File: src/sv/dcp_pkg.sv
// Shared types and constants for the display command parser.
// Holds the field position enum, the result beat struct, the ASCII codes and the field digit limit function.
// No dependencies.
`timescale 1ns / 1ps
`default_nettype none

package dcp_pkg;

   // Default text capacity in bytes
   localparam int MAX_TEXT_DEF = 64;

   // ASCII codes used by the parser
   localparam logic [7:0] CHAR_ZERO     = 8'd48;
   localparam logic [7:0] CHAR_COMMA    = 8'd44;
   localparam logic [7:0] CHAR_NEWLINE  = 8'd10;
   localparam logic [7:0] CHAR_MAX_MODE = 8'd50;   // '2'
   localparam logic [7:0] CHAR_MAX_DIG  = 8'd57;   // '9'
   localparam logic [7:0] CHAR_MAX_ROT  = 8'd49;   // '1'

   // Where the parser stands within a message
   typedef enum logic [2:0] {
      POS_MODE   = 3'd0,
      POS_BRIGHT = 3'd1,
      POS_SPEED  = 3'd2,
      POS_ROT    = 3'd3,
      POS_TEXT   = 3'd4,
      POS_AFTER  = 3'd5
   } pos_type;

   // One result beat
   typedef struct packed {
      logic       text_valid;
      logic [5:0] text_index;
      logic [7:0] text_char;
      logic       done_res;
      logic       ok;
      logic [1:0] display_mode;
      logic [3:0] brightness;
      logic [3:0] scroll_speed;
      logic       rotation;
      logic [6:0] text_count;
   } rsp_type;

   // Highest ASCII digit accepted in a setting field
   function automatic logic [7:0] field_char_max(input pos_type pos);
      logic [7:0] lim;
      unique case (pos)
         POS_MODE: lim = CHAR_MAX_MODE;
         POS_ROT:  lim = CHAR_MAX_ROT;
         default:  lim = CHAR_MAX_DIG;
      endcase
      return lim;
   endfunction

endpackage

`default_nettype wire

File: src/sv/display_command_parser.sv
// Display command parser: one result beat per message byte, one byte per cycle while req_stall is low.
// Each result is registered in the output buffer, in the skid entry if the output register still holds a beat.
// The per-byte state update is combinational, so bytes are taken back to back while the buffer has room.
// A two-entry output buffer keeps taking bytes while one result waits.
// Reset (synchronous) returns the parser to the first field and empties the buffer.
`timescale 1ns / 1ps
`default_nettype none

module display_command_parser #(
   parameter int MAX_TEXT = dcp_pkg::MAX_TEXT_DEF
) (
   input  wire logic       clock,
   input  wire logic       reset,
   input  wire logic       req_valid,
   output logic            req_stall,
   input  wire logic [7:0] req_data_byte,
   input  wire logic       req_last_byte,
   output logic            rsp_valid,
   input  wire logic       rsp_stall,
   output logic            rsp_text_valid,
   output logic [5:0]      rsp_text_index,
   output logic [7:0]      rsp_text_char,
   output logic            rsp_done_res,
   output logic            rsp_ok,
   output logic [1:0]      rsp_display_mode,
   output logic [3:0]      rsp_brightness,
   output logic [3:0]      rsp_scroll_speed,
   output logic            rsp_rotation,
   output logic [6:0]      rsp_text_count
);

   logic             accept;
   dcp_pkg::rsp_type new_rsp;
   dcp_pkg::rsp_type out_rsp;

   assign accept = req_valid && !req_stall;

   // Decode the byte against the running message state
   dcp_parser #(
      .MAX_TEXT (MAX_TEXT)
   ) u_parser (
      .clock     (clock),
      .reset     (reset),
      .accept    (accept),
      .data_byte (req_data_byte),
      .last_byte (req_last_byte),
      .result    (new_rsp)
   );

   // Hold result beats until the receiver takes them
   dcp_skid u_skid (
      .clock     (clock),
      .reset     (reset),
      .in_valid  (req_valid),
      .in_stall  (req_stall),
      .in_data   (new_rsp),
      .out_valid (rsp_valid),
      .out_stall (rsp_stall),
      .out_data  (out_rsp)
   );

   assign rsp_text_valid   = out_rsp.text_valid;
   assign rsp_text_index   = out_rsp.text_index;
   assign rsp_text_char    = out_rsp.text_char;
   assign rsp_done_res     = out_rsp.done_res;
   assign rsp_ok           = out_rsp.ok;
   assign rsp_display_mode = out_rsp.display_mode;
   assign rsp_brightness   = out_rsp.brightness;
   assign rsp_scroll_speed = out_rsp.scroll_speed;
   assign rsp_rotation     = out_rsp.rotation;
   assign rsp_text_count   = out_rsp.text_count;

endmodule

`default_nettype wire

File: src/sv/dcp_parser.sv
// Per-byte parser state and result computation for the display command parser.
// Depends on dcp_pkg for the position enum, ASCII codes and result struct.
`timescale 1ns / 1ps
`default_nettype none

module dcp_parser #(
   parameter int MAX_TEXT = dcp_pkg::MAX_TEXT_DEF
) (
   input  wire logic             clock,
   input  wire logic             reset,
   input  wire logic             accept,
   input  wire logic [7:0]       data_byte,
   input  wire logic             last_byte,
   output dcp_pkg::rsp_type      result
);

   localparam int CNT_RAW = $clog2(MAX_TEXT + 1);
   localparam int CNT_W   = (CNT_RAW > 7) ? CNT_RAW : 7;
   localparam logic [CNT_W-1:0] CNT_MAX = CNT_W'(MAX_TEXT);

   dcp_pkg::pos_type pos_ff, pos_in;
   logic [1:0]       fchars_ff, fchars_in;
   logic [1:0]       mode_ff, mode_in;
   logic [3:0]       bright_ff, bright_in;
   logic [3:0]       speed_ff, speed_in;
   logic             rot_ff, rot_in;
   logic             err_ff, err_in;
   logic [CNT_W-1:0] cnt_ff, cnt_in;

   logic digit_ok;
   logic text_store;

   assign digit_ok   = (data_byte >= dcp_pkg::CHAR_ZERO) &&
                       (data_byte <= dcp_pkg::field_char_max(pos_ff));
   assign text_store = (pos_ff == dcp_pkg::POS_TEXT) &&
                       (data_byte != dcp_pkg::CHAR_NEWLINE) && (cnt_ff < CNT_MAX);

   // Next state for one byte
   always_comb begin
      pos_in    = pos_ff;
      fchars_in = fchars_ff;
      mode_in   = mode_ff;
      bright_in = bright_ff;
      speed_in  = speed_ff;
      rot_in    = rot_ff;
      err_in    = err_ff;
      cnt_in    = cnt_ff;
      unique case (pos_ff)
         dcp_pkg::POS_MODE, dcp_pkg::POS_BRIGHT, dcp_pkg::POS_SPEED,
         dcp_pkg::POS_ROT: begin
            if (data_byte == dcp_pkg::CHAR_COMMA) begin
               // close the field: exactly one byte is allowed
               if (fchars_ff != 2'd1) err_in = 1'b1;
               pos_in    = dcp_pkg::pos_type'(3'(pos_ff) + 3'd1);
               fchars_in = 2'd0;
            end else begin
               if (fchars_ff == 2'd0 && digit_ok) begin
                  unique case (pos_ff)
                     dcp_pkg::POS_MODE:   mode_in   = data_byte[1:0];
                     dcp_pkg::POS_BRIGHT: bright_in = data_byte[3:0];
                     dcp_pkg::POS_SPEED:  speed_in  = data_byte[3:0];
                     default:             rot_in    = data_byte[0];
                  endcase
               end else begin
                  err_in = 1'b1;
               end
               if (fchars_ff < 2'd2) fchars_in = fchars_ff + 2'd1;
            end
         end
         dcp_pkg::POS_TEXT: begin
            if (data_byte == dcp_pkg::CHAR_NEWLINE) begin
               pos_in = dcp_pkg::POS_AFTER;
            end else if (cnt_ff < CNT_MAX) begin
               cnt_in = cnt_ff + CNT_W'(1);
            end else begin
               // overflow byte: drop it and flag the message
               err_in = 1'b1;
            end
         end
         default: begin
         end
      endcase
   end

   // Result beat for this byte
   always_comb begin
      result              = '0;
      result.text_valid   = text_store;
      result.text_index   = text_store ? cnt_ff[5:0] : 6'd0;
      result.text_char    = text_store ? data_byte : 8'd0;
      if (last_byte) begin
         result.done_res     = 1'b1;
         result.ok           = !err_in &&
                               ((pos_in == dcp_pkg::POS_TEXT) ||
                                (pos_in == dcp_pkg::POS_AFTER));
         result.display_mode = mode_in;
         result.brightness   = bright_in;
         result.scroll_speed = speed_in;
         result.rotation     = rot_in;
         result.text_count   = cnt_in[6:0];
      end
   end

   // Advance on each accepted beat; clear on reset and after the last byte of a message
   always_ff @(posedge clock) begin
      if (reset || (accept && last_byte)) begin
         pos_ff    <= dcp_pkg::POS_MODE;
         fchars_ff <= 2'd0;
         mode_ff   <= 2'd0;
         bright_ff <= 4'd0;
         speed_ff  <= 4'd0;
         rot_ff    <= 1'b0;
         err_ff    <= 1'b0;
         cnt_ff    <= '0;
      end else if (accept) begin
         pos_ff    <= pos_in;
         fchars_ff <= fchars_in;
         mode_ff   <= mode_in;
         bright_ff <= bright_in;
         speed_ff  <= speed_in;
         rot_ff    <= rot_in;
         err_ff    <= err_in;
         cnt_ff    <= cnt_in;
      end
   end

endmodule

`default_nettype wire

File: src/sv/dcp_skid.sv
// Output register with a skid stage for result beats of the parser.
// Depends on dcp_pkg for the result struct.
`timescale 1ns / 1ps
`default_nettype none

module dcp_skid (
   input  wire logic         clock,
   input  wire logic         reset,
   input  wire logic         in_valid,
   output logic              in_stall,
   input  wire dcp_pkg::rsp_type in_data,
   output logic              out_valid,
   input  wire logic         out_stall,
   output dcp_pkg::rsp_type  out_data
);

   logic             main_valid_ff;
   logic             skid_valid_ff;
   dcp_pkg::rsp_type main_ff;
   dcp_pkg::rsp_type skid_ff;
   logic             take;
   logic             push;

   assign in_stall  = skid_valid_ff;
   assign push      = in_valid && !skid_valid_ff;
   assign take      = main_valid_ff && !out_stall;
   assign out_valid = main_valid_ff;
   assign out_data  = main_ff;

   // Valid flags
   always_ff @(posedge clock) begin
      if (reset) begin
         main_valid_ff <= 1'b0;
         skid_valid_ff <= 1'b0;
      end else begin
         if (take || !main_valid_ff) begin
            main_valid_ff <= skid_valid_ff || push;
            skid_valid_ff <= 1'b0;
         end else if (push) begin
            skid_valid_ff <= 1'b1;
         end
      end
   end

   // Payload: refill the output from the skid first, else from the new beat
   always_ff @(posedge clock) begin
      if (take || !main_valid_ff) begin
         main_ff <= skid_valid_ff ? skid_ff : in_data;
      end else if (push) begin
         skid_ff <= in_data;
      end
   end

endmodule

`default_nettype wire
File: config.mk
export PLATFORM = sky130hd
export DESIGN_NAME = display_command_parser
export DESIGN_NICKNAME = d
export VERILOG_FILES = /design/src/sv/dcp_pkg.sv /design/src/sv/display_command_parser.sv /design/src/sv/dcp_parser.sv /design/src/sv/dcp_skid.sv
export SDC_FILE = /design/constraint.sdc
export NUM_CORES = 1
export LEC_CHECK = 0
export ABC_AREA = 0
export ABC_CLOCK_PERIOD_IN_PS = 3600
export BUFFER_PORTS_ARGS = -buffer_cell sky130_fd_sc_hd__buf_2
export CORE_ASPECT_RATIO = 0.9
export CORE_MARGIN = 10
export CORE_UTILIZATION = 58
export CTS_CLUSTER_DIAMETER = 40
export DETAILED_ROUTE_END_ITERATION = 6
export PLACE_DENSITY_LB_ADDON = 0.2
export REMOVE_ABC_BUFFERS = 1
export SYNTH_ARGS = -nofsm -noshare
export SYNTH_HDL_FRONTEND = slang
export SYNTH_SLANG_ARGS = --single-unit
File: constraint.sdc
create_clock -name clock -period 3.6 [get_ports clock]
set_clock_uncertainty 0.1 [all_clocks]
set_input_delay 0.36 -clock clock [delete_from_list [all_inputs] [get_ports clock]]
set_output_delay 0.36 -clock clock [all_outputs]
set_load 0.1 [all_outputs]
==> results.md, run 1 <==
| Parameter | This run | Unit |
|---|---|---|
| Most common cell in the synthesized netlist | sky130_fd_sc_hd__edfxtp_1 | - |
| Number of warnings issued by yosys | 0 | - |
| # DRC | 0 | - |
| Kind of start point of the critical path | flip-flop | - |
| Synthesis-stage register bit count | 96 | - |
| Type of destination of the critical path | flip-flop | - |
| Worst hold slack | 118 | ps |
| Reg-to-reg slack, setup | 310 | ps |
| TritonCTS Sinks | 96 | - |
| Die outline area | 11600 | um2 |
| CP max stage delay | 690 | ps |
| Area fraction in and, or, nand and nor cells after synthesis | 13.8 | % |
| Count of flip-flops with a built-in enable after synthesis | 70 | - |
| Clock tree from TritonCTS | done | - |
| Iter 0 DRT Violations | 154 | - |
| Syn Inst Count | 363 | - |
| Gate family responsible for the most delay along the worst path | compound AO/OA/AOI/OAI gates | - |
| Status | completed | - |
| Layout filler cell count | 581 | - |
| Time the worst path needs with I/O delays and setup | 3290 | ps |
| Die extent in x | 112 | um |
| Initial Utilization | 59.5 | % |
| Main combinational cell family by area after synthesis | simple AND/OR/NAND/NOR gates | - |
| Final slew viol count | 0 | - |
| Required time of the critical path | 3600 | ps |
| Deepest level of the CTS H-tree | 3 | - |
| Leakage power total | 2.00 | nW |
| Kind of path behind the tightest hold check | input port to flip-flop | - |
| TritonRoute pass-1 iters | 4 | - |
| Buffer levels on the longest clock path | 2 | - |
| Aggregate negative setup slack | 0 | ps |
| Most frequently used flop master after synthesis | sky130_fd_sc_hd__edfxtp_1 | - |
| Overall routing resource usage | 16.8 | % |
| Most area-hungry cell type in the Yosys netlist | sky130_fd_sc_hd__edfxtp_1 | - |
| Largest cells by area after synthesis | sky130_fd_sc_hd__edfxtp_1, sky130_fd_sc_hd__dfxtp_1, sky130_fd_sc_hd__mux2i_1, sky130_fd_sc_hd__mux2_2, sky130_fd_sc_hd__nand2_1 | - |
| Total half-perimeter wirelength after legalization and detailed placement | 6560 | um |
| Cell-by-cell listing of the critical path | inv_1 -> ha_1 -> or2_2 -> ha_1 -> a41oi_4 -> a2111oi_4 -> mux2i_1 -> o31ai_2 | - |
| Ranking of synthesized cells by instance count | sky130_fd_sc_hd__edfxtp_1, sky130_fd_sc_hd__nand2_1, sky130_fd_sc_hd__nor2_1, sky130_fd_sc_hd__dfxtp_1, sky130_fd_sc_hd__mux2i_1 | - |
| Switching part of the total power | 29.0 | % |
| Final cell area excluding filler cells | 4990 | um2 |
| CTS buffer count | 9 | - |
| Power spent charging and discharging nets | 0.651 | mW |
| Cts-stage hold buffer count | 0 | - |
| I/O pin count | 50 | - |
| Drt total wl | 9500 | um |
| Number of nets in the layout | 437 | - |
| Number of gates resized after cts | 0 | - |
| Maximum clock rate | 304 | MHz |
| Root buffer cell | sky130_fd_sc_hd__clkbuf_8 | - |
| Number of different library cells in the post-synthesis netlist | 59 | - |
| Vias post-DR | 2962 | - |
| Post-synthesis mux area share | 8.74 | % |
| Area of the core region | 7510 | um2 |
| Unrepaired setup endpoints after global routing | false | - |
| Buf/Inv on CP | 1 | - |
| Post-synthesis compound-gate area fraction | 10.8 | % |
| Post-route clock period utilization | 91.5 | % |
| Final count of hold timing violations | 0 | - |
| Final cell utilization of the core | 66.4 | % |
| Worst r2r src | u_parser.pos_ff[2]$_SDFFE_PP0P_ | - |
| Area of placed instances | 4800 | um2 |
| Data arrival time of the critical path | 3290 | ps |
| Final global-route overflow total | 0 | - |
| Proportion of layout cells with a drive suffix above 1 | 26.8 | % |
| Clock network fraction of design power | 30.7 | % |
| Cell Int Power | 1.59 | mW |
| Maximum fanout encountered on the critical timing path | 8 | - |
| Headroom to the max-slew limit | 45.3 | % |
| Area share of the largest cell type after synthesis | 47.1 | % |
| Total power density per cell area | 450 | nW/um2 |
| Post-CTS clock slew at the launch and capture registers of the worst setup and hold paths | 90 | ps |
| Slew at the pin closest to its max-slew limit | 815 | ps |
| R2R depth | 8 | - |
| Synthesized area per cell | 12.3 | um2 |
| Worst reg2reg endpoint | u_skid.out_data[8]$_DFFE_PP_ | - |
| Count of cells along the worst hold path | 2 | - |
| Weighted congestion reported at the end of routability-driven placement | 0.886 | - |
| Critical path class | flip-flop to flip-flop | - |
| Total of buffers placed on input and output ports | 49 | - |
| Part of the Yosys area used for sequential elements | 58.7 | % |
| Xor-xnor portion of the synthesized cell area | 1.96 | % |
| Avg Vias per Cell | 5.76 | - |
| Via count of the first global-routing pass | 3131 | - |
| Post-synthesis instance area | 4460 | um2 |
| Relative contribution of combinational cells to total power | 14.6 | % |
| Setup violators final | 0 | - |
| Beginning of the worst hold path | reset | - |
| Capture endpoint of the worst hold path | u_skid.out_valid$_SDFFE_PP0P_ | - |
| Multi-input combinational cell area | 1710 | um2 |
| Antenna Diode Count | 0 | - |
| FF/Latch Area | 2620 | um2 |
| Vert. Die Dim | 103 | um |
| Largest net degree at the start of global routing | 38 | - |
| Most used cell, CP | sky130_fd_sc_hd__ha_1 | - |
| Row Count | 30 | - |
| Synth-to-layout area growth | 11.7 | % |
| First-pass GRT wire length | 15500 | um |
| Share of flip-flops with an asynchronous set or reset after synthesis | 0 | % |
| Share of synthesized cell area in full adder, half adder and majority cells | 3.08 | % |
| Largest vdd supply drop | 0.000213 | V |
| Clock latency on the worst-skew pair | 360 | ps |
| Master of the slowest instance on the critical path | sky130_fd_sc_hd__a2111oi_4 | - |
| Initial antenna violation count | 0 | - |
| Sequential Power Share | 54.7 | % |
| Buffer count from post-CTS setup fixing | 0 | - |
| Routed wire length per instance | 18.5 | um |
| Number of nets still failing antenna checks after routing | 0 | - |
| Max-cap violation count | 0 | - |
[area by class of cell]
| cell class | instances | area share, % |
|---|---|---|
| Clock inverter | 5 | 1.15 |
| Timing Repair Buffer | 55 | 5.82 |
| Clock buffer | 11 | 2.63 |
| Inverter | 14 | 1.05 |
| Tap cell | 96 | 2.41 |
| Multi-Input combinational cell | 237 | 34.3 |
| Sequential cell | 96 | 52.6 |
[placed cells by master, fill, tap and decap left out, types with 9 or more instances in the layout]
cell	count
sky130_fd_sc_hd__o21ai_0	10
sky130_fd_sc_hd__a21oi_1	13
sky130_fd_sc_hd__mux2i_1	21
sky130_fd_sc_hd__dfxtp_1	26
sky130_fd_sc_hd__nor2_1	27
sky130_fd_sc_hd__edfxtp_1	70
sky130_fd_sc_hd__clkbuf_8	9
sky130_fd_sc_hd__buf_2	49
sky130_fd_sc_hd__ha_1	11
sky130_fd_sc_hd__nand2_1	43
sky130_fd_sc_hd__inv_1	11
sky130_fd_sc_hd__mux2_2	16
sky130_fd_sc_hd__and2_1	14
[power groups by stage]
stage               sequential, mW  combinational (mW)  clock, mW
finish                        1.23               0.329      0.689
global route                  1.23               0.344      0.760
CTS                           1.23               0.331      0.705
detailed placement            1.25               0.330          0
global placement              1.25               0.324          0
floorplan                     1.43              0.0820          0
[layer usage]
metal | part of all wire (%) | up-vias | global-route usage [%]
li1 | - | 1424 | -
met1 | 42 | 1422 | 19.3
met2 | 50 | 102 | 29.6
met5 | 0 | - | 0
met4 | 1.3 | 0 | 5.75
met3 | 6.5 | 14 | 5.07
[kinds of logic after synthesis]
kind of cell / count (synthesis)
and+or+nand+nor: 121
DFF: 96
AOI/OAI and AO/OA: 58
muxes: 37
buffers and inverters: 30
adders and majority gates: 11
xor gates and xnor gates: 10
[per-stage QoR]
step / cells / worst slack, ps / total power, mW
floorplan: 347 / -606 / 1.51
global placement: 498 / 456 / 1.58
detailed placement: 498 / 338 / 1.58
CTS: 514 / 313 / 2.26
global route: 514 / 199 / 2.33
finish: 514 / 307 / 2.24
[registers in the layout, summed over array words and instances, names as in the netlist]
| signal | count |
|---|---|
| u_skid.skid_ff | 35 |
| u_parser.mode_ff | 2 |
| u_parser.pos_ff | 3 |
| u_skid.in_stall | 1 |
| u_parser.speed_ff | 4 |
| u_parser.bright_ff | 4 |
| u_parser.err_ff | 1 |
| u_parser.fchars_ff | 2 |
| u_parser.cnt_ff | 7 |
| u_parser.rot_ff | 1 |
| u_skid.out_data | 35 |
| u_skid.out_valid | 1 |
[worst max path at each step]
stage / cells after the start / start / slack [ps] / endpoint
final: 8 / u_parser.pos_ff[2]$_SDFFE_PP0P_ / 310 / u_skid.out_data[8]$_DFFE_PP_
after global routing: 8 / u_parser.pos_ff[2]$_SDFFE_PP0P_ / 200 / u_skid.out_data[9]$_DFFE_PP_
after CTS: 8 / u_parser.pos_ff[2]$_SDFFE_PP0P_ / 310 / u_skid.out_data[8]$_DFFE_PP_
after detailed placement: 8 / u_parser.pos_ff[2]$_SDFFE_PP0P_ / 340 / u_skid.out_data[8]$_DFFE_PP_
after global placement: 8 / u_parser.pos_ff[2]$_SDFFE_PP0P_ / 460 / u_skid.out_data[10]$_DFFE_PP_
after floorplan: 2 / u_skid.out_valid$_SDFFE_PP0P_ / -610 / u_skid.skid_ff[0]$_DFFE_PP_
Note: power is estimated with default switching activity, not from simulation.
==> run 2: changes to the inputs <==
CTS_BUF_LIST = sky130_fd_sc_hd__clkbuf_16   (was unset)
SYNTH_HIERARCHICAL = 1   (was unset)
==> run 2 against run 1 <==
Against the previous run: global-route usage down 1.3 points; flip-flop and latch count unchanged; critical endpoint is now u_skid/out_data[13]$_DFFE_PP_; core utilization up 1.6 points; largest power group unchanged; count of clock-buffer cells in the layout down 2; first-iteration DRC count down 2.6%.
==> results.md, run 2 <==
| Parameter | This run | Unit | Delta |
|---|---|---|---|
| Status | completed | - |  |
| Top library cells by usage in the layout, fill and taps aside | sky130_fd_sc_hd__edfxtp_1, sky130_fd_sc_hd__buf_2, sky130_fd_sc_hd__nand2_1 | - |  |
| Area of the core region | 7620 | um2 | +1.5% |
| Final count of hold timing violations | 0 | - | unchanged |
| Clock latency on the worst-skew pair | 330 | ps | -30 ps |
| Total of buffers placed on input and output ports | 49 | - | unchanged |
| Largest net degree at the start of global routing | 39 | - | +2.6% |
| Final slew viol count | 0 | - | unchanged |
| Number of different library cells in the post-synthesis netlist | 51 | - | -14% |
| Number of non-filler instances in the completed layout | 507 | - | -1.4% |
| Syn Inst Count | 355 | - | -2.2% |
| Largest vdd supply drop | 0.000258 | V | +21% |
| Antenna Diode Count | 0 | - | unchanged |
| Total half-perimeter wirelength after legalization and detailed placement | 6190 | um | -5.6% |
| Via count of the first global-routing pass | 2892 | - | -7.6% |
| Top layer used by detailed routing | met4 | - |  |
| Proportion of layout cells with a drive suffix above 1 | 28.2 | % | +1.4 points |
| Met2 wire length | 4380 | um | -8.2% |
| Synthesis-stage register bit count | 96 | - | unchanged |
| Drt total wl | 9240 | um | -2.7% |
| TritonRoute pass-1 iters | 5 | - | +1 |
| Most area-hungry cell type in the Yosys netlist | sky130_fd_sc_hd__edfxtp_1 | - |  |
| CTS buffer count | 9 | - | unchanged |
| Die outline area | 11900 | um2 | +2.5% |
| Part of the Yosys area used for sequential elements | 57.0 | % | -1.7 points |
| Row Count | 30 | - | unchanged |
| Final cell area excluding filler cells | 5180 | um2 | +4.0% |
| Kind of path behind the tightest hold check | input port to flip-flop | - |  |
| Die extent in x | 114 | um | +1.2% |
| Setup violators final | 0 | - | unchanged |
| Largest cells by area after synthesis | sky130_fd_sc_hd__edfxtp_1, sky130_fd_sc_hd__dfxtp_1, sky130_fd_sc_hd__mux2_4, sky130_fd_sc_hd__mux2i_1, sky130_fd_sc_hd__ha_1 | - |  |
| Clock network fraction of design power | 35.8 | % | +5.1 points |
| Number of warnings issued by yosys | 6 | - | +6 |
| Slew at the pin closest to its max-slew limit | 806 | ps | -8.70 ps |
| Buffer levels on the longest clock path | 2 | - | unchanged |
| Most frequently used flop master after synthesis | sky130_fd_sc_hd__edfxtp_1 | - |  |
| Relative contribution of combinational cells to total power | 14.5 | % | about the same |
| Share of flip-flops with an asynchronous set or reset after synthesis | 0 | % | unchanged |
| Placed Cells | 491 | - | -1.4% |
| Initial antenna violation count | 0 | - | unchanged |
| Routed wire length per instance | 18.2 | um | -1.4% |
| Number of nets still failing antenna checks after routing | 0 | - | unchanged |
| Synthesized area per cell | 13.0 | um2 | +5.4% |
| Max-cap violation count | 0 | - | unchanged |
| Data arrival time of the critical path | 3310 | ps | +20 ps |
| Post-CTS clock slew at the launch and capture registers of the worst setup and hold paths | 70 | ps | -20 ps |
| Kind of start point of the critical path | flip-flop | - |  |
| Vert. Die Dim | 104 | um | +1.2% |
| Time the worst path needs with I/O delays and setup | 3330 | ps | +32.1 ps |
| TritonCTS Sinks | 96 | - | unchanged |
| Ranking of synthesized cells by instance count | sky130_fd_sc_hd__edfxtp_1, sky130_fd_sc_hd__nand2_1, sky130_fd_sc_hd__mux2_4, sky130_fd_sc_hd__dfxtp_1, sky130_fd_sc_hd__nor2_1 | - |  |
| Overall routing resource usage | 15.6 | % | -1.3 points |
| Most common cell in the synthesized netlist | sky130_fd_sc_hd__edfxtp_1 | - |  |
| Leading cell type in the layout, fill and taps excluded | sky130_fd_sc_hd__edfxtp_1 | - |  |
| Maximum fanout encountered on the critical timing path | 8 | - | unchanged |
| I/O pin count | 50 | - | unchanged |
| Initial Utilization | 60.4 | % | +0.91 points |
| Number of nets in the layout | 430 | - | -1.6% |
| Final global-route overflow total | 0 | - | unchanged |
| Cell Int Power | 1.76 | mW | +11% |
| Post-synthesis instance area | 4600 | um2 | +3.1% |
| Buffer count from post-CTS setup fixing | 0 | - | unchanged |
| Root buffer cell | sky130_fd_sc_hd__clkbuf_16 | - |  |
| Sequential Power Share | 49.7 | % | -5.0 points |
| # DRC | 0 | - | unchanged |
| Area of placed instances | 4900 | um2 | +2.1% |
| Required time of the critical path | 3590 | ps | about the same |
| Power spent charging and discharging nets | 0.717 | mW | +10% |
| Headroom to the max-slew limit | 46.3 | % | +0.92 points |
| Unrepaired setup endpoints after global routing | false | - |  |
| Total power density per cell area | 478 | nW/um2 | +6.3% |
| Total length of routed met3 wires | 642 | um | +3.7% |
| Post-route clock period utilization | 92.4 | % | +0.89 points |
| Aggregate negative setup slack | 0 | ps | unchanged |
| Maximum clock rate | 301 | MHz | -0.97% |
| Wire length on met1 | 4170 | um | +4.9% |
| Avg Vias per Cell | 5.76 | - | about the same |
| Critical path class | flip-flop to flip-flop | - |  |
| Count of flip-flops with a built-in enable after synthesis | 70 | - | unchanged |
| Iter 0 DRT Violations | 150 | - | -2.6% |
| First-pass GRT wire length | 15100 | um | -3.1% |
| Area share of the largest cell type after synthesis | 45.7 | % | -1.4 points |
| Clock tree from TritonCTS | done | - |  |
| Vias post-DR | 2922 | - | -1.4% |
| Deepest level of the CTS H-tree | 3 | - | unchanged |
| Synth-to-layout area growth | 12.7 | % |  |
| Leakage power total | 2.04 | nW | +1.6% |
| Type of destination of the critical path | flip-flop | - |  |
| Weighted congestion reported at the end of routability-driven placement | 0.862 | - | -2.7% |
| Switching part of the total power | 28.9 | % | -0.077 points |
-- run 2: logic make-up after synthesis --
logic type      count (synthesis)  share of synthesized area [%]
compound gates                 43                           6.55
flops                          96                           57.0
fa+ha+maj                      11                           2.99
buf+inv                        30                           4.02
simple gates                  110                           12.3
xor+xnor                        9                           1.71
mux                            56                           15.4
-- run 2: per-stage QoR --
step / hold WS (ps) / worst slack [ps] / utilization, % / total power [mW]
floorplan: 329 / -1730 / - / 1.54
global placement: 344 / 289 / 64.3 / 1.61
detailed placement: 351 / 126 / 64.3 / 1.62
CTS: 111 / 98.8 / 68.0 / 2.50
global route: 125 / 57.2 / 68.0 / 2.56
finish: 122 / 275 / 68.0 / 2.48
-- run 2: critical path: stages (launching register included) --
cell and delay (ps):
sky130_fd_sc_hd__dfxtp_1 420, sky130_fd_sc_hd__inv_1 110, sky130_fd_sc_hd__ha_1 250, sky130_fd_sc_hd__nand2_1 210
sky130_fd_sc_hd__nand2_1 90, sky130_fd_sc_hd__ha_1 300, sky130_fd_sc_hd__a41oi_1 250, sky130_fd_sc_hd__a21o_1 350
sky130_fd_sc_hd__nor3b_2 490, sky130_fd_sc_hd__mux2i_1 200, sky130_fd_sc_hd__mux2_4 300
-- run 2: path summary, 6_finish.rpt --
check	start	to	slack [ps]	depth (start not counted)
setup / recovery	u_parser/pos_ff[1]$_SDFFE_PP0P_	u_skid/out_data[13]$_DFFE_PP_	270	10
hold / removal	reset	u_skid/out_valid$_SDFFE_PP0P_	120	2
setup reg to reg	u_parser/pos_ff[1]$_SDFFE_PP0P_	u_skid/out_data[13]$_DFFE_PP_	270	10
hold reg to reg	u_parser/rot_ff$_SDFFE_PP0P_	u_parser/rot_ff$_SDFFE_PP0P_	370	2
-- run 2: power groups by stage --
stage / registers, mW / clock network (mW) / logic [mW]
finish: 1.23 / 0.888 / 0.360
global route: 1.23 / 0.946 / 0.378
CTS: 1.23 / 0.908 / 0.361
detailed placement: 1.26 / 0 / 0.359
global placement: 1.25 / 0 / 0.356
floorplan: 1.46 / 0 / 0.0836
-- run 2: layout make-up --
| cell class | instances | area, um2 |
|---|---|---|
| Sequential cell | 96 | 2620 |
| Fill cell | 559 | 2430 |
| Multi-Input combinational cell | 229 | 1810 |
| Timing Repair Buffer | 56 | 298 |
| Clock buffer | 9 | 225 |
| Tap cell | 96 | 120 |
| Clock inverter | 7 | 56.3 |
| Inverter | 14 | 52.6 |
-- run 2: metal layers --
layer | vias up | track usage, %
li1 | 1392 | -
met1 | 1426 | 19.6
met2 | 100 | 24.3
met3 | 4 | 4.61
met4 | 0 | 6.17
met5 | - | 0
-- run 2: timing repair --
| action | in CTS | in global routing |
|---|---|---|
| hold buffers | 0 | 0 |
| resized for setup | 0 | 1 |
| endpoints found under the setup margin | 0 | 4 |
==> run 3: changes to the inputs <==
ABC_CLOCK_PERIOD_IN_PS = 2700   (was 3600)
CORE_UTILIZATION = 53   (was 58)
clock period = 2.7 ns   (was 3.6 ns; I/O delays follow)
==> run 3 against run 2 <==
Against the previous run: the run now ends with setup timing left; critical endpoint is now u_skid/out_data[11]$_DFFE_PP_; cell count up 11%; routed wire length up 5.6%; first-iteration DRC count rose by 18%; sequential power increased by 33%; die area grew 7.7%; non-clock buffer count increased by 31; via count up 1.9%; critical path depth rose by 3; global-route usage is 0.64 points lower; core utilization is 1.7 points lower.
==> results.md, run 3 (synthesized netlist as in run 2, its figures left out) <==
| Parameter | This run | Unit | Delta |
|---|---|---|---|
| CTS buffer count | 9 | - | unchanged |
| Row Count | 32 | - | +6.7% |
| Unrepaired setup endpoints after global routing | true | - |  |
| Headroom to the max-slew limit | 46.9 | % | +0.60 points |
| Synth-to-layout area growth | 22.9 | % |  |
| Final global-route overflow total | 0 | - | unchanged |
| Kind of start point of the critical path | flip-flop | - |  |
| Via count of the first global-routing pass | 3058 | - | +5.7% |
| Root buffer cell | sky130_fd_sc_hd__clkbuf_16 | - |  |
| Status | finished with violations | - |  |
| Master of the slowest instance on the critical path | sky130_fd_sc_hd__dfxtp_4 | - |  |
| Time the worst path needs with I/O delays and setup | 2740 | ps | -587 ps |
| Total of buffers placed on input and output ports | 49 | - | unchanged |
| Cts-stage hold buffer count | 0 | - | unchanged |
| Type of destination of the critical path | flip-flop | - |  |
| Leading cell type in the layout, fill and taps excluded | sky130_fd_sc_hd__edfxtp_1 | - |  |
| Weighted congestion reported at the end of routability-driven placement | 0.856 | - | -0.71% |
| Layout filler cell count | 645 | - | +15% |
| Deepest level of the CTS H-tree | 3 | - | unchanged |
| R2R depth | 13 | - | +3 |
| Post-CTS clock slew at the launch and capture registers of the worst setup and hold paths | 70 | ps | about the same |
| Final slew viol count | 0 | - | unchanged |
| Overall routing resource usage | 14.9 | % | -0.64 points |
| Worst hold slack | 29.3 | ps | -93.2 ps |
| FF/Latch Area | 2630 | um2 | +0.19% |
| Worst r2r src | u_parser/pos_ff[0]$_SDFFE_PP0P_ | - |  |
| Largest vdd supply drop | 0.000329 | V | +27% |
| Kind of path behind the tightest hold check | input port to flip-flop | - |  |
| Routed wire length per instance | 17.4 | um | -4.6% |
| Initial antenna violation count | 0 | - | unchanged |
| I/O pin count | 50 | - | unchanged |
| Total power density per cell area | 599 | nW/um2 | +25% |
| Setup violators final | 8 | - | +8 |
| Iter 0 DRT Violations | 177 | - | +18% |
| Vert. Die Dim | 108 | um | +3.7% |
| Antenna Diode Count | 0 | - | unchanged |
| Aggregate negative setup slack | -90.4 | ps | -90.4 ps |
| TritonCTS Sinks | 96 | - | unchanged |
| Slew at the pin closest to its max-slew limit | 797 | ps | -8.95 ps |
| Final worst setup slack | -38.1 | ps | -313 ps |
| Worst reg2reg endpoint | u_skid/out_data[11]$_DFFE_PP_ | - |  |
| Worst slack, placed | -399 | ps | -525 ps |
| Total half-perimeter wirelength after legalization and detailed placement | 6560 | um | +5.9% |
| Total power | 3.39 | mW | +37% |
| Top library cells by usage in the layout, fill and taps aside | sky130_fd_sc_hd__edfxtp_1, sky130_fd_sc_hd__buf_2, sky130_fd_sc_hd__buf_4 | - |  |
| Buf/Inv on CP | 3 | - | +2 |
| Post-route clock period utilization | 101 | % | +9.0 points |
| Proportion of layout cells with a drive suffix above 1 | 39.4 | % | +11 points |
| Clock latency on the worst-skew pair | 340 | ps | about the same |
| Max-cap violation count | 0 | - | unchanged |
| Die outline area | 12800 | um2 | +7.7% |
| Beginning of the worst hold path | reset | - |  |
| # DRC | 0 | - | unchanged |
| First-pass GRT wire length | 15600 | um | +3.3% |
| Critical path class | flip-flop to flip-flop | - |  |
| Die extent in x | 118 | um | +3.8% |
| Buffer levels on the longest clock path | 2 | - | unchanged |
| Drt total wl | 9760 | um | +5.6% |
| Final count of hold timing violations | 0 | - | unchanged |
| Reg-to-reg slack, setup | -40 | ps | -310 ps |
| Initial Utilization | 53.9 | % | -6.4 points |
| Avg Vias per Cell | 5.31 | - | -7.9% |
| Clock tree from TritonCTS | done | - |  |
| Capture endpoint of the worst hold path | u_skid/out_valid$_SDFFE_PP0P_ | - |  |
| CP max stage delay | 360 | ps | -130 ps |
| Data arrival time of the critical path | 2730 | ps | -580 ps |
| Most used cell, CP | sky130_fd_sc_hd__ha_4 | - |  |
| Final cell utilization of the core | 66.3 | % | -1.7 points |
| Number of nets in the layout | 461 | - | +7.2% |
| Area of the core region | 8530 | um2 | +12% |
| Number of nets still failing antenna checks after routing | 0 | - | unchanged |
| Leakage power total | 2.24 | nW | +9.9% |
| Violations in the final reports | setup timing | - |  |
| Cell-by-cell listing of the critical path | ha_4 -> ha_4 -> inv_4 -> nand2_4 -> ha_4 -> nor3_4 -> o21ai_2 -> a21o_1 -> buf_4 -> nor3_4 -> buf_6 -> mux2i_1 -> mux2_4 | - |  |
| Maximum clock rate | 365 | MHz | +21% |
| Maximum fanout encountered on the critical timing path | 4 | - | -4 |
| Count of cells along the worst hold path | 2 | - | unchanged |
| Multi-input combinational cell area | 1990 | um2 | +9.9% |
| Required time of the critical path | 2690 | ps | -900 ps |
| Largest net degree at the start of global routing | 38 | - | -2.6% |
| Vias post-DR | 2977 | - | +1.9% |
| Gate family responsible for the most delay along the worst path | adder cells | - |  |
| TritonRoute pass-1 iters | 4 | - | -1 |
run 3: cell count changes in the layout (fill, tap and decap cells not counted), moves of 4 or more:
| cell | change |
|---|---|
| sky130_fd_sc_hd__buf_4 | +27 |
| sky130_fd_sc_hd__buf_6 | +4 |
| sky130_fd_sc_hd__ha_1 | -6 |
| sky130_fd_sc_hd__ha_4 | +6 |
| sky130_fd_sc_hd__inv_1 | -4 |
| sky130_fd_sc_hd__mux2i_1 | -7 |
| sky130_fd_sc_hd__mux2i_2 | +6 |
run 3: worst reg2reg max path, cell delays in order, from the launching register on:
cell	delay [ps]
sky130_fd_sc_hd__dfxtp_4	360
sky130_fd_sc_hd__ha_4	160
sky130_fd_sc_hd__ha_4	160
sky130_fd_sc_hd__inv_4	80
sky130_fd_sc_hd__nand2_4	50
sky130_fd_sc_hd__ha_4	170
sky130_fd_sc_hd__nor3_4	220
sky130_fd_sc_hd__o21ai_2	100
sky130_fd_sc_hd__a21o_1	210
sky130_fd_sc_hd__buf_4	150
sky130_fd_sc_hd__nor3_4	180
sky130_fd_sc_hd__buf_6	160
sky130_fd_sc_hd__mux2i_1	100
sky130_fd_sc_hd__mux2_4	280
run 3: worst max-delay path by stage:
stage	start	to	slack, ps	cells past startpoint
final	u_parser/pos_ff[0]$_SDFFE_PP0P_	u_skid/out_data[11]$_DFFE_PP_	-40	13
after global routing	u_parser/pos_ff[0]$_SDFFE_PP0P_	u_skid/out_data[11]$_DFFE_PP_	-90	13
after CTS	u_parser/pos_ff[0]$_SDFFE_PP0P_	u_skid/out_data[14]$_DFFE_PP_	0.9	12
after detailed placement	u_parser/pos_ff[0]$_SDFFE_PP0P_	u_skid/out_data[8]$_DFFE_PP_	-400	10
after global placement	u_parser/pos_ff[0]$_SDFFE_PP0P_	u_skid/out_data[9]$_DFFE_PP_	-280	11
after floorplan	u_skid/out_valid$_SDFFE_PP0P_	u_skid/skid_ff[0]$_DFFE_PP_	-2630	2
run 3: report_power, final:
part / internal, mW / switching, mW / leakage, nW / total (mW)
clock network: 0.642 / 0.577 / 0.140 / 1.22
logic: 0.118 / 0.410 / 1.15 / 0.528
registers: 1.63 / 0.0140 / 0.942 / 1.64
run 3: layout make-up:
cell class	count	share of cell area (%)
inverters	14	0.973
clock inverters	7	1.13
multi-input cells	229	35.2
flip-flops and latches	96	46.5
clock buffers	9	3.98
well taps	119	2.63
repair buffers	87	9.65
run 3: through the flow:
stage               cell area (um2)  instances
floorplan                      4470        339
global placement               5140        542
detailed placement             5140        542
CTS                            5490        558
global route                   5660        561
finish                         5660        561
run 3: what timing repair did:
item | 4_1_cts | 5_1_grt
pin swaps | 5 | 10
gates cloned | 0 | 0
endpoints found under the hold margin | 0 | 0
gates resized for setup | 16 | 31
setup buffers | 0 | 3
endpoints found under the setup margin | 16 | 20
run 3: metal layers:
layer | vias up | track usage [%] | part of all wire [%]
met1 | 1424 | 18.1 | 43
li1 | 1456 | - | -
met2 | 81 | 25.4 | 49
met5 | - | 0 | 0
met3 | 16 | 4.48 | 5.9
met4 | 0 | 4.41 | 2.1
